`config.mk`:
```
export PLATFORM = sky130hd
export DESIGN_NAME = terminal_key_sequence_decoder
export DESIGN_NICKNAME = d
export VERILOG_FILES = /design/src/sv/tksd_pkg.sv /design/src/sv/terminal_key_sequence_decoder.sv /design/src/sv/tksd_decode.sv
export SDC_FILE = /design/constraint.sdc
export NUM_CORES = 1
export LEC_CHECK = 0
export BUFFER_PORTS_ARGS = -buffer_cell sky130_fd_sc_hd__buf_4
export CAP_MARGIN = 20
export CELL_PAD_IN_SITES_DETAIL_PLACEMENT = 1
export CELL_PAD_IN_SITES_GLOBAL_PLACEMENT = 2
export CORE_ASPECT_RATIO = 0.6
export CORE_MARGIN = 8
export CORE_UTILIZATION = 37
export DETAILED_ROUTE_END_ITERATION = 6
export GPL_TIMING_DRIVEN = 0
export PLACE_DENSITY = 0.88
export SYNTH_ARGS = -nofsm -noshare
export SYNTH_HDL_FRONTEND = slang
export SYNTH_SLANG_ARGS = --single-unit
```
`constraint.sdc`:
```
create_clock -name clk -period 3.33 [get_ports clk]
set_input_delay 0.4995 -clock clk [delete_from_list [all_inputs] [get_ports clk]]
set_output_delay 0.4995 -clock clk [all_outputs]
set_load 0.1 [all_outputs]
```
`src/sv/tksd_pkg.sv`:
```
// Shared types and constants for the terminal key sequence decoder.
`timescale 1ns / 1ps

package tksd_pkg;

    // Digits held in a numeric parameter before the sequence is swallowed (1..7)
    localparam logic [2:0] PARAM_DIGITS_MAX = 3'd4;

    // Special bytes
    localparam logic [7:0] BYTE_ESC       = 8'h1b;
    localparam logic [7:0] BYTE_CR        = 8'h0d;
    localparam logic [7:0] BYTE_LF        = 8'h0a;
    localparam logic [7:0] BYTE_DEL       = 8'h7f;
    localparam logic [7:0] BYTE_BS        = 8'h08;
    localparam logic [7:0] BYTE_CTRL_A    = 8'h01;
    localparam logic [7:0] BYTE_CTRL_C    = 8'h03;
    localparam logic [7:0] BYTE_CTRL_D    = 8'h04;
    localparam logic [7:0] BYTE_CTRL_E    = 8'h05;
    localparam logic [7:0] BYTE_CTRL_K    = 8'h0b;
    localparam logic [7:0] BYTE_CTRL_U    = 8'h15;
    localparam logic [7:0] BYTE_CTRL_W    = 8'h17;
    localparam logic [7:0] BYTE_SPACE     = 8'h20;
    localparam logic [7:0] BYTE_TILDE     = 8'h7e;
    localparam logic [7:0] BYTE_LBRACKET  = 8'h5b;
    localparam logic [7:0] BYTE_LETTER_O  = 8'h4f;
    localparam logic [7:0] BYTE_SEMI      = 8'h3b;
    localparam logic [7:0] BYTE_ZERO      = 8'h30;
    localparam logic [7:0] BYTE_NINE      = 8'h39;
    localparam logic [7:0] BYTE_FINAL_LO  = 8'h40;
    localparam logic [7:0] BYTE_LETTER_A  = 8'h41;
    localparam logic [7:0] BYTE_LETTER_B  = 8'h42;
    localparam logic [7:0] BYTE_LETTER_C  = 8'h43;
    localparam logic [7:0] BYTE_LETTER_D  = 8'h44;
    localparam logic [7:0] BYTE_LETTER_F  = 8'h46;
    localparam logic [7:0] BYTE_LETTER_H  = 8'h48;
    localparam logic [7:0] BYTE_DIGIT_1   = 8'h31;
    localparam logic [7:0] BYTE_DIGIT_3   = 8'h33;
    localparam logic [7:0] BYTE_DIGIT_4   = 8'h34;
    localparam logic [7:0] BYTE_DIGIT_7   = 8'h37;
    localparam logic [7:0] BYTE_DIGIT_8   = 8'h38;

    typedef enum logic [2:0] {
        MODE_GROUND  = 3'd0,
        MODE_ESC     = 3'd1,
        MODE_CSI     = 3'd2,
        MODE_PARAM   = 3'd3,
        MODE_SS3     = 3'd4,
        MODE_SWALLOW = 3'd5
    } mode_t;

    typedef enum logic [3:0] {
        KEY_CHAR      = 4'd0,
        KEY_ENTER     = 4'd1,
        KEY_BACKSPACE = 4'd2,
        KEY_DELETE    = 4'd3,
        KEY_LEFT      = 4'd4,
        KEY_RIGHT     = 4'd5,
        KEY_HOME      = 4'd6,
        KEY_END       = 4'd7,
        KEY_KILLEND   = 4'd8,
        KEY_KILLSTART = 4'd9,
        KEY_KILLWORD  = 4'd10,
        KEY_UP        = 4'd11,
        KEY_DOWN      = 4'd12,
        KEY_INTERRUPT = 4'd13,
        KEY_EOF       = 4'd14
    } key_code_t;

    // One possible key event
    typedef struct packed {
        logic      valid;
        key_code_t code;
    } key_t;

    // Decoder state
    typedef struct packed {
        mode_t      mode;
        logic [7:0] first_digit;
        logic [2:0] digit_count;
    } dec_state_t;

    // Decode result for one byte
    typedef struct packed {
        dec_state_t state_next;
        key_t       key;
        logic [7:0] char_byte;
    } dec_result_t;

endpackage

```
`src/sv/terminal_key_sequence_decoder.sv`:
```
// Top level of the terminal key sequence decoder: input register, decoder state, result register.
`timescale 1ns / 1ps
//
// Decodes a stream of bytes received from a terminal into editing key events.
// Slave channel s_axis_*: one received byte per beat in s_axis_tdata[7:0].
// Master channel m_axis_*: one key event per beat; tdata[3:0] is the key code,
// tdata[11:4] the printable byte for character events (zero otherwise),
// tdata[15:12] are zero. Many bytes (escape prefixes, unmapped control bytes,
// swallowed sequences) give no event at all.
// An accepted byte is held in the input register; its event is then loaded into the result
// register and presented on m_axis. Throughput: one byte per cycle while the receiver
// is not stalled with an event waiting, set by the single decode step between the input
// register and the result register.
// When the receiver stalls with an event waiting, a byte in the input register
// that would make a new event holds there and s_axis_tready drops; bytes that
// make no event still pass through and update the decoder state.
// Reset returns the decoder to ground mode with no parameter digits and empties
// both registers.
//
module terminal_key_sequence_decoder (
    input  logic        clk,
    input  logic        rst_n,
    input  logic        s_axis_tvalid,
    output logic        s_axis_tready,
    input  logic [7:0]  s_axis_tdata,   // [7:0] rx_byte
    output logic        m_axis_tvalid,
    input  logic        m_axis_tready,
    output logic [15:0] m_axis_tdata    // [3:0] key_code, [11:4] char_byte, [15:12] zero
);
    import tksd_pkg::*;

    logic        in_valid_reg;
    logic [7:0]  in_byte_reg;
    dec_state_t  state_reg;
    logic        out_valid_reg;
    key_code_t   out_code_reg;
    logic [7:0]  out_char_reg;
    dec_result_t dec;
    logic        out_free;
    logic        advance;

    tksd_decode u_decode (
        .state   (state_reg),
        .rx_byte (in_byte_reg),
        .result  (dec)
    );

    // Retire the held byte when its event (if any) has room
    assign out_free      = !out_valid_reg || m_axis_tready;
    assign advance       = in_valid_reg && (out_free || !dec.key.valid);
    assign s_axis_tready = !in_valid_reg || advance;

    // Input beat register
    always_ff @(posedge clk or negedge rst_n)
    begin
        if (!rst_n)
        begin
            in_valid_reg <= 1'b0;
        end
        else if (s_axis_tready)
        begin
            in_valid_reg <= s_axis_tvalid;
        end
    end

    always_ff @(posedge clk)
    begin
        if (s_axis_tready && s_axis_tvalid)
        begin
            in_byte_reg <= s_axis_tdata;
        end
    end

    // Decoder state
    always_ff @(posedge clk or negedge rst_n)
    begin
        if (!rst_n)
        begin
            state_reg.mode        <= MODE_GROUND;
            state_reg.first_digit <= 8'h00;
            state_reg.digit_count <= 3'd0;
        end
        else if (advance)
        begin
            state_reg <= dec.state_next;
        end
    end

    // Result register
    always_ff @(posedge clk or negedge rst_n)
    begin
        if (!rst_n)
        begin
            out_valid_reg <= 1'b0;
        end
        else if (out_free)
        begin
            out_valid_reg <= advance && dec.key.valid;
        end
    end

    always_ff @(posedge clk)
    begin
        if (advance && dec.key.valid)
        begin
            out_code_reg <= dec.key.code;
            out_char_reg <= dec.char_byte;
        end
    end

    assign m_axis_tvalid = out_valid_reg;
    assign m_axis_tdata  = {4'h0, out_char_reg, out_code_reg};

    // A byte blocked in the input register holds until it retires
    a_in_hold: assert property (@(posedge clk) disable iff (!rst_n)
        in_valid_reg && !advance |=> in_valid_reg && $stable(in_byte_reg))
        else $error("blocked input byte lost or changed");

    // Character events carry a printable byte
    a_char_printable: assert property (@(posedge clk) disable iff (!rst_n)
        m_axis_tvalid && (out_code_reg == KEY_CHAR) |->
            (out_char_reg >= BYTE_SPACE) && (out_char_reg != BYTE_DEL))
        else $error("character event with non-printable byte");

    // Other events carry a zero byte
    a_key_zero_byte: assert property (@(posedge clk) disable iff (!rst_n)
        m_axis_tvalid && (out_code_reg != KEY_CHAR) |-> (out_char_reg == 8'h00))
        else $error("key event with nonzero byte");

    // Parameter digit count stays within the limit
    a_digit_limit: assert property (@(posedge clk) disable iff (!rst_n)
        state_reg.digit_count <= PARAM_DIGITS_MAX)
        else $error("digit count above limit");

endmodule

```
`src/sv/tksd_decode.sv`:
```
// Combinational next-state and key event decode for one received byte.
`timescale 1ns / 1ps

module tksd_decode (
    input  tksd_pkg::dec_state_t  state,
    input  logic [7:0]            rx_byte,
    output tksd_pkg::dec_result_t result
);
    import tksd_pkg::*;

    // Map a cursor final letter to its key
    function automatic key_t letter_key(input logic [7:0] b);
        key_t k;
        k.valid = 1'b1;
        k.code  = KEY_UP;
        case (b)
            BYTE_LETTER_A: k.code = KEY_UP;
            BYTE_LETTER_B: k.code = KEY_DOWN;
            BYTE_LETTER_C: k.code = KEY_RIGHT;
            BYTE_LETTER_D: k.code = KEY_LEFT;
            BYTE_LETTER_H: k.code = KEY_HOME;
            BYTE_LETTER_F: k.code = KEY_END;
            default:       k.valid = 1'b0;
        endcase
        return k;
    endfunction

    // Map a ground byte to its key; ESC is handled by the caller
    function automatic key_t plain_key(input logic [7:0] b);
        key_t k;
        k.valid = 1'b1;
        k.code  = KEY_CHAR;
        case (b)
            BYTE_CR, BYTE_LF:  k.code = KEY_ENTER;
            BYTE_DEL, BYTE_BS: k.code = KEY_BACKSPACE;
            BYTE_CTRL_A:       k.code = KEY_HOME;
            BYTE_CTRL_C:       k.code = KEY_INTERRUPT;
            BYTE_CTRL_D:       k.code = KEY_EOF;
            BYTE_CTRL_E:       k.code = KEY_END;
            BYTE_CTRL_K:       k.code = KEY_KILLEND;
            BYTE_CTRL_U:       k.code = KEY_KILLSTART;
            BYTE_CTRL_W:       k.code = KEY_KILLWORD;
            default:           k.valid = (b >= BYTE_SPACE);
        endcase
        return k;
    endfunction

    // Map the single digit of ESC [ n ~ to its key
    function automatic key_t param_key(input logic [7:0] d, input logic [2:0] cnt);
        key_t k;
        k.valid = (cnt == 3'd1);
        k.code  = KEY_HOME;
        case (d)
            BYTE_DIGIT_1, BYTE_DIGIT_7: k.code = KEY_HOME;
            BYTE_DIGIT_3:               k.code = KEY_DELETE;
            BYTE_DIGIT_4, BYTE_DIGIT_8: k.code = KEY_END;
            default:                    k.valid = 1'b0;
        endcase
        return k;
    endfunction

    logic       is_digit;
    dec_state_t nxt;
    key_t       key;

    assign is_digit = (rx_byte >= BYTE_ZERO) && (rx_byte <= BYTE_NINE);

    // Step the decoder mode and pick the key event
    always_comb
    begin
        nxt       = state;
        key.valid = 1'b0;
        key.code  = KEY_CHAR;
        case (state.mode)
            MODE_ESC:
            begin
                if (rx_byte == BYTE_LBRACKET)
                begin
                    nxt.mode = MODE_CSI;
                end
                else if (rx_byte == BYTE_LETTER_O)
                begin
                    nxt.mode = MODE_SS3;
                end
                else if (rx_byte == BYTE_ESC)
                begin
                    nxt.mode        = MODE_ESC;
                    nxt.digit_count = 3'd0;
                end
                else
                begin
                    nxt.mode = MODE_GROUND;
                    key      = plain_key(rx_byte);
                end
            end
            MODE_CSI:
            begin
                if (is_digit)
                begin
                    nxt.mode        = MODE_PARAM;
                    nxt.first_digit = rx_byte;
                    nxt.digit_count = 3'd1;
                end
                else
                begin
                    nxt.mode = MODE_GROUND;
                    key      = letter_key(rx_byte);
                end
            end
            MODE_PARAM:
            begin
                if (is_digit)
                begin
                    if (state.digit_count < PARAM_DIGITS_MAX)
                    begin
                        nxt.digit_count = state.digit_count + 3'd1;
                    end
                    else
                    begin
                        nxt.mode = MODE_SWALLOW;
                    end
                end
                else if (rx_byte == BYTE_SEMI)
                begin
                    nxt.mode = MODE_SWALLOW;
                end
                else
                begin
                    nxt.mode = MODE_GROUND;
                    if (rx_byte == BYTE_TILDE)
                    begin
                        key = param_key(state.first_digit, state.digit_count);
                    end
                end
            end
            MODE_SWALLOW:
            begin
                if ((rx_byte >= BYTE_FINAL_LO) && (rx_byte <= BYTE_TILDE))
                begin
                    nxt.mode = MODE_GROUND;
                end
            end
            MODE_SS3:
            begin
                nxt.mode = MODE_GROUND;
                key      = letter_key(rx_byte);
            end
            default:
            begin
                if (rx_byte == BYTE_ESC)
                begin
                    nxt.mode        = MODE_ESC;
                    nxt.digit_count = 3'd0;
                end
                else
                begin
                    nxt.mode = MODE_GROUND;
                    key      = plain_key(rx_byte);
                end
            end
        endcase
    end

    assign result.state_next = nxt;
    assign result.key        = key;
    assign result.char_byte  = (key.code == KEY_CHAR) ? rx_byte : 8'h00;

endmodule
```
==> results of run 1 <==
[timing repair]
| action | 4_1_cts | 5_1_grt |
|---|---|---|
| endpoints found under the setup margin | 1 | 1 |
| gates resized for setup | 6 | 4 |
| setup buffers | 2 | 0 |
| hold buffers | 0 | 0 |
| hold endpoints to repair | 0 | 0 |
| pin swaps | 1 | 2 |
[stage by stage]
step / hold WS (ns) / cell area (µm²) / setup slack (ns)
3_5_place_dp: 0.378 / 2570 / 0.0878
2_1_floorplan: 0.204 / 2270 / 0.336
3_3_place_gp: 0.380 / 2560 / -0.210
4_1_cts: 0.0463 / 2700 / 0.0362
6_report: 0.0424 / 2720 / 0.0766
5_1_grt: 0.0533 / 2720 / 0.0230
[power groups by stage]
stage	Sequential, W	Combinational, W	Clock (W)
after floorplan	0.000629	0.000107	0
after global placement	0.000526	0.000278	0
after detailed placement	0.000527	0.000281	0
after CTS	0.000518	0.000286	0.000335
after global routing	0.000522	0.000301	0.000351
final	0.000519	0.000287	0.000327
[layout make-up]
type | count | area [µm²] | share of cell area [%]
clock inverter | 3 | 18.8 | 0.690
buffer | 14 | 75.1 | 2.76
multi-input combinational | 160 | 1170 | 43.0
sequential | 36 | 1000 | 36.9
inverter | 15 | 56.3 | 2.07
timing repair buffer | 28 | 223 | 8.19
tap | 84 | 105 | 3.86
clock buffer | 5 | 68.8 | 2.53
[layout by cell type (no fill, tap or decap), drive strengths merged, types with 3 or more instances in the layout]
cell type and count:
nand2 10, nor2 11, xor2 3, o211ai 6, and3 3, nor3b 6
o21a 3, conb 4, nand4 6, inv 15, and2 4, clkinv 3
nand2b 8, buf 37, nor3 9, nand3 6, edfxtp 20, mux2 8
mux2i 3, dfrtp 16, ha 4, clkbuf 10, o21ai 12, a21oi 15
[routing by layer]
metal	GRT usage (%)	vias up	routed length, µm
met2	20.7	58	2680
met5	0	-	0
met3	3.56	8	482
met1	24.7	992	3430
met4	4.70	0	72
li1	-	900	-
[cells by family after synthesis]
logic type,after synthesis
AOI/OAI and AO/OA,57
xor gates and xnor gates,3
adders and majority gates,4
buffers and inverters,29
DFF,36
muxes,11
other,1
and+or+nand+nor,81
[path summary, 6_finish.rpt]
check / start / to / slack, ns / cells past startpoint
max: state_reg[12]$_DFFE_PN0P_ / s_axis_tready / 0.08 / 8
min: rst_n / state_reg[5]$_DFFE_PN0P_ / 0.04 / 1
max reg2reg: state_reg[12]$_DFFE_PN0P_ / in_byte_reg[1]$_DFFE_PP_ / 0.43 / 8
min reg2reg: state_reg[10]$_DFFE_PN0P_ / state_reg[10]$_DFFE_PN0P_ / 0.49 / 1
max in group asynchronous: rst_n / state_reg[12]$_DFFE_PN0P_ / 3.07 / 1
min in group clk: s_axis_tdata[5] / in_byte_reg[5]$_DFFE_PP_ / 0.36 / 1
==> qor.txt, run 1 <==
Register bit total from synthesis: 36
Area share of the largest cell type after synthesis: 26.6%
Setup_tns: 0 ns
FP Rows: 22
CTS root buf: clkbuf_8
WP buf/inv: 2
Share of power burned in registers: 45.8%
Synthesized cell area: 0.00226 mm²
CP max FO: 5
Global-route wire length before repair: 11.0 mm
Die Y-Extent: 76.5 µm
Core area: 0.00600 mm²
# setup viols final: 0
CP peak stage delay: 0.52 ns
CP arrival: 2.75 ns
Diode count: 0
Number of H-tree levels: 2
Fraction of layout cells with a size suffix above 1: 27.2%
Inserted Clock Buffers: 5
Slew Limit Fails: 0
Pwr Total: 0.00113 W
TritonCTS clock tree: yes
Worst slew pin tran: 0.638 ns
Final hold violation count: 0
Vias: 1958
Vias per cell: 5.68
Final HPWL DP: 5.07 mm
Largest net degree at the start of global routing: 17
CP max-delay cell: or4_4
CP Capture Type: output pin
Post-Synth Adder-Cell Area: 2.21%
Pleak: 1.15 nW
Highest Clock Rate: 307 MHz
Unrepaired setup endpoints after global routing: no
CP top delay family: simple AND/OR/NAND/NOR gates
Antenna violations before repair: 0
Type of origin of the critical path: flop
Most common cell in the synthesized netlist: edfxtp_1
Die area: 0.00895 mm²
PD cells: 417 mW/mm²
Cell-internal power: 0.000715 W
Clock Skew: 0.0105 ns
WP data required: 2.83 ns
Gate power share: 25.3%
Outcome: finished clean
Avg Cell Area, Syn: 10.2 µm²
Clk sink count: 36
Largest area contributor in the netlist: edfxtp_1
Routability congestion estimate: 0.886
Synth top area cells: edfxtp_1 (27%), dfrtp_1 (18%), a21oi_1 (3.3%), o21ai_0 (2.7%), inv_1 (2.5%)
Area Growth Syn to Fin: 20.4%
Synthesized-area fraction occupied by and/or/nand/nor cells: 22.8%
Multiplexer share of the synthesized area: 5.81%
Non-filler cells, final: 345
Post-synth top cells: edfxtp_1 (20), dfrtp_1 (16), a21oi_1 (15), inv_1 (15), o21ai_0 (12)
Worst IR Drop VDD: 0.171 mV
Worst min-delay path class: in -> async
Yosys cell types: 65
Vias in the first global route: 1989
Post-route ant nets: 0
Final period utilization: 97.7%
FFs w/ async S/R, synth: 44.4%
Critical-path cell list: inv_2 > ha_4 > and4bb_2 > nand4_4 > or4_4 > o211a_4 > or3_4 > buf_12
Worst-path clk slew: 0.08 ns
XOR/XNOR Fraction of Synth Area: 1.16%
Max reg flops: 14
Layout fillers: 715
Starting Density: 37.7%
First-iteration detailed-routing DRC count: 157
EDFF count, synth: 20
Wirelength per Cell: 19.3 µm
Switching power: 0.000418 W
Final wirelength: 6.66 mm
Post-synthesis sequential area ratio: 44.3%
Predominant post-synthesis flop cell: edfxtp_1
Cells after DPL: 335
Max-cap violations: 0
Main combinational cell family by area after synthesis: simple AND/OR/NAND/NOR gates
DRT Pass-1 Iters: 4
Clk buf depth: 2
GR Overflow Total: 0
DRC viols: 0
Die Wd: 117 µm
GRT Total Usage: 15.9%
Crit path kind: reg -> out
Syn. warnings: 0
Clk pwr share: 28.9%
Ports: 30
Gate Count Post-Synth: 222
Port bufs: 25
Fin crit period: 3.25 ns
Nets: 276
Core Util, Final: 45.3%
Clock Latency Late Sink: 0.31 ns
Slew margin rel.: 57.3%
Synth Area in Compound Gates: 17.7%
Sw frac: 36.9%
(Power assumes the default switching activity.)
==> inputs of run 2 (changes only) <==
--- a/config.mk
+++ b/config.mk
@@ -9,7 +9,6 @@
 export CAP_MARGIN = 20
 export CELL_PAD_IN_SITES_DETAIL_PLACEMENT = 1
 export CELL_PAD_IN_SITES_GLOBAL_PLACEMENT = 2
-export CORE_ASPECT_RATIO = 0.6
 export CORE_MARGIN = 8
 export CORE_UTILIZATION = 37
 export DETAILED_ROUTE_END_ITERATION = 6
==> qor.txt, run 2 (synthesis results as in run 1) <==
Outcome: finished clean
Share of power burned in registers: 46.1% (+0.3 points)
Antenna violations before repair: 0 (unchanged)
GR Overflow Total: 0 (unchanged)
Port bufs: 25 (unchanged)
CP max FO: 5 (unchanged)
Type of origin of the critical path: flop
Fin Hold WS: 0.0524 ns (+0.0100 ns)
Worst IR Drop VDD: 0.216 mV (+26%)
Final wirelength: 6.14 mm (-7.9%)
Clk pwr share: 28.8% (about the same)
Area Growth Syn to Fin: 20.5% (about the same)
Vias in the first global route: 2020 (+1.6%)
Fraction of layout cells with a size suffix above 1: 27.0% (-0.21 points)
Routability congestion estimate: 0.893 (+0.78%)
GRT Total Usage: 14.4% (-1.5 points)
Cell-internal power: 0.000734 W (+2.6%)
Clk sink count: 36 (unchanged)
Max-cap violations: 0 (unchanged)
CP arrival: 2.73 ns (-0.02 ns)
Worst-path clk slew: 0.07 ns (about the same)
Max reg flops: 14 (unchanged)
Post-Layout Inst Area: 0.00272 mm² (about the same)
Die Y-Extent: 94.2 µm (+23%)
Layout fillers: 701 (-2.0%)
Vias per cell: 5.60 (-1.3%)
Worst slew pin tran: 0.519 ns (-0.120 ns)
Die area: 0.00886 mm² (-0.92%)
Inserted Clock Buffers: 5 (unchanged)
Clock Latency Late Sink: 0.29 ns (-0.02 ns)
Fin crit period: 3.23 ns (-0.0260 ns)
Number of H-tree levels: 2 (unchanged)
Starting Density: 38.2% (+0.51 points)
Ports: 30 (unchanged)
First-iteration detailed-routing DRC count: 104 (-34%)
Clk buf depth: 2 (unchanged)
Non-filler cells, final: 338 (-2.0%)
Global-route wire length before repair: 10.0 mm (-8.8%)
FP Rows: 28 (+27%)
Final HPWL DP: 4.48 mm (-12%)
Slew Limit Fails: 0 (unchanged)
Final period utilization: 96.9% (-0.78 points)
Post-route ant nets: 0 (unchanged)
WP data required: 2.83 ns (about the same)
Core Util, Final: 46.0% (+0.66 points)
Sw frac: 34.5% (-2.3 points)
Cells after DPL: 325 (-3.0%)
CP Capture Type: output pin
Clock Skew: 0.00499 ns (-0.00552 ns)
Die Wd: 94.2 µm (-19%)
Slew margin rel.: 65.2% (+7.8 points)
Core area: 0.00592 mm² (-1.3%)
Switching power: 0.000387 W (-7.4%)
Pleak: 1.17 nW (+1.4%)
DRT Pass-1 Iters: 4 (unchanged)
Highest Clock Rate: 310 MHz (+0.81%)
Crit path kind: reg -> out
TritonCTS clock tree: yes
PD cells: 412 mW/mm² (-1.2%)
CTS root buf: clkbuf_8
Worst min-delay path class: in -> async
Wirelength per Cell: 18.2 µm (-6.0%)
Nets: 278 (+0.72%)
# setup viols final: 0 (unchanged)
Most frequent cells in the layout: buf_4 (33), edfxtp_1 (20), inv_1 (15), a21oi_1 (15), dfrtp_1 (14)
Diode count: 0 (unchanged)
DRC viols: 0 (unchanged)
Most common cell after layout, fill and taps aside: buf_4
Hold buffers post-CTS: 0 (unchanged)
Vias: 1894 (-3.3%)
Final hold violation count: 0 (unchanged)
Placement Cell Area: 0.00255 mm² (-0.73%)
Gate power share: 25.1% (-0.2 points)
Unrepaired setup endpoints after global routing: no
Largest net degree at the start of global routing: 17 (unchanged)
[run 2: stage by stage]
stage / TNS (ns) / power, W / worst slack (ns)
floorplan: 0 / 0.000736 / 0.336
global placement: -1.09 / 0.000798 / -0.0912
detailed placement: -1.65 / 0.000801 / -0.138
CTS: 0 / 0.00113 / 0.0116
global route: 0 / 0.00117 / 0.00658
finish: 0 / 0.00112 / 0.103
[run 2: layout make-up]
type | instances | area, µm² | share of cell area [%]
timing repair buffer | 30 | 238 | 8.73
sequential | 36 | 1000 | 36.9
clock inverter | 2 | 10.0 | 0.368
tap | 75 | 93.8 | 3.45
clock buffer | 6 | 82.6 | 3.03
buffer | 14 | 75.1 | 2.76
multi-input combinational | 160 | 1160 | 42.7
inverter | 15 | 56.3 | 2.07
[run 2: path summary, 6_finish.rpt]
kind                                           start                   endpoint  slack [ns]  cells past startpoint
max                        state_reg[12]$_DFFE_PN0P_              s_axis_tready        0.10                      8
min                                            rst_n   in_valid_reg$_DFFE_PN0P_        0.05                      1
max reg2reg                state_reg[12]$_DFFE_PN0P_   in_byte_reg[4]$_DFFE_PP_        0.52                      8
min reg2reg                state_reg[10]$_DFFE_PN0P_  state_reg[10]$_DFFE_PN0P_        0.49                      1
max in group asynchronous                      rst_n  state_reg[13]$_DFFE_PN0P_        3.08                      1
min in group clk                     s_axis_tdata[5]   in_byte_reg[5]$_DFFE_PP_        0.38                      1
[run 2: per-layer routing]
layer  wire, µm  track usage (%)
met1       2590             16.7
met2       3000             24.1
met3        400             3.60
met4        142             7.00
met5          0                0
[run 2: power by group through the flow]
stage | logic (W) | clock network (W) | registers [W]
finish | 0.000281 | 0.000323 | 0.000517
global route | 0.000297 | 0.000353 | 0.000520
CTS | 0.000277 | 0.000332 | 0.000517
detailed placement | 0.000275 | 0 | 0.000526
global placement | 0.000273 | 0 | 0.000524
floorplan | 0.000107 | 0 | 0.000629
[run 2: what timing repair did]
item,in CTS,in global routing
buffers inserted,1,3
setup endpoints to repair,13,1
gates resized for setup,4,4
endpoints found under the hold margin,0,0
pin swaps,0,3
[run 2: worst max-delay path, cell delays in order (launching register included)]
cell and delay (ns):
dfrtp_2 0.41, inv_1 0.10, ha_4 0.23, and4bb_2 0.33, nand4_4 0.12, or4_4 0.52
o211a_4 0.18, or3_4 0.37, buf_12 0.18
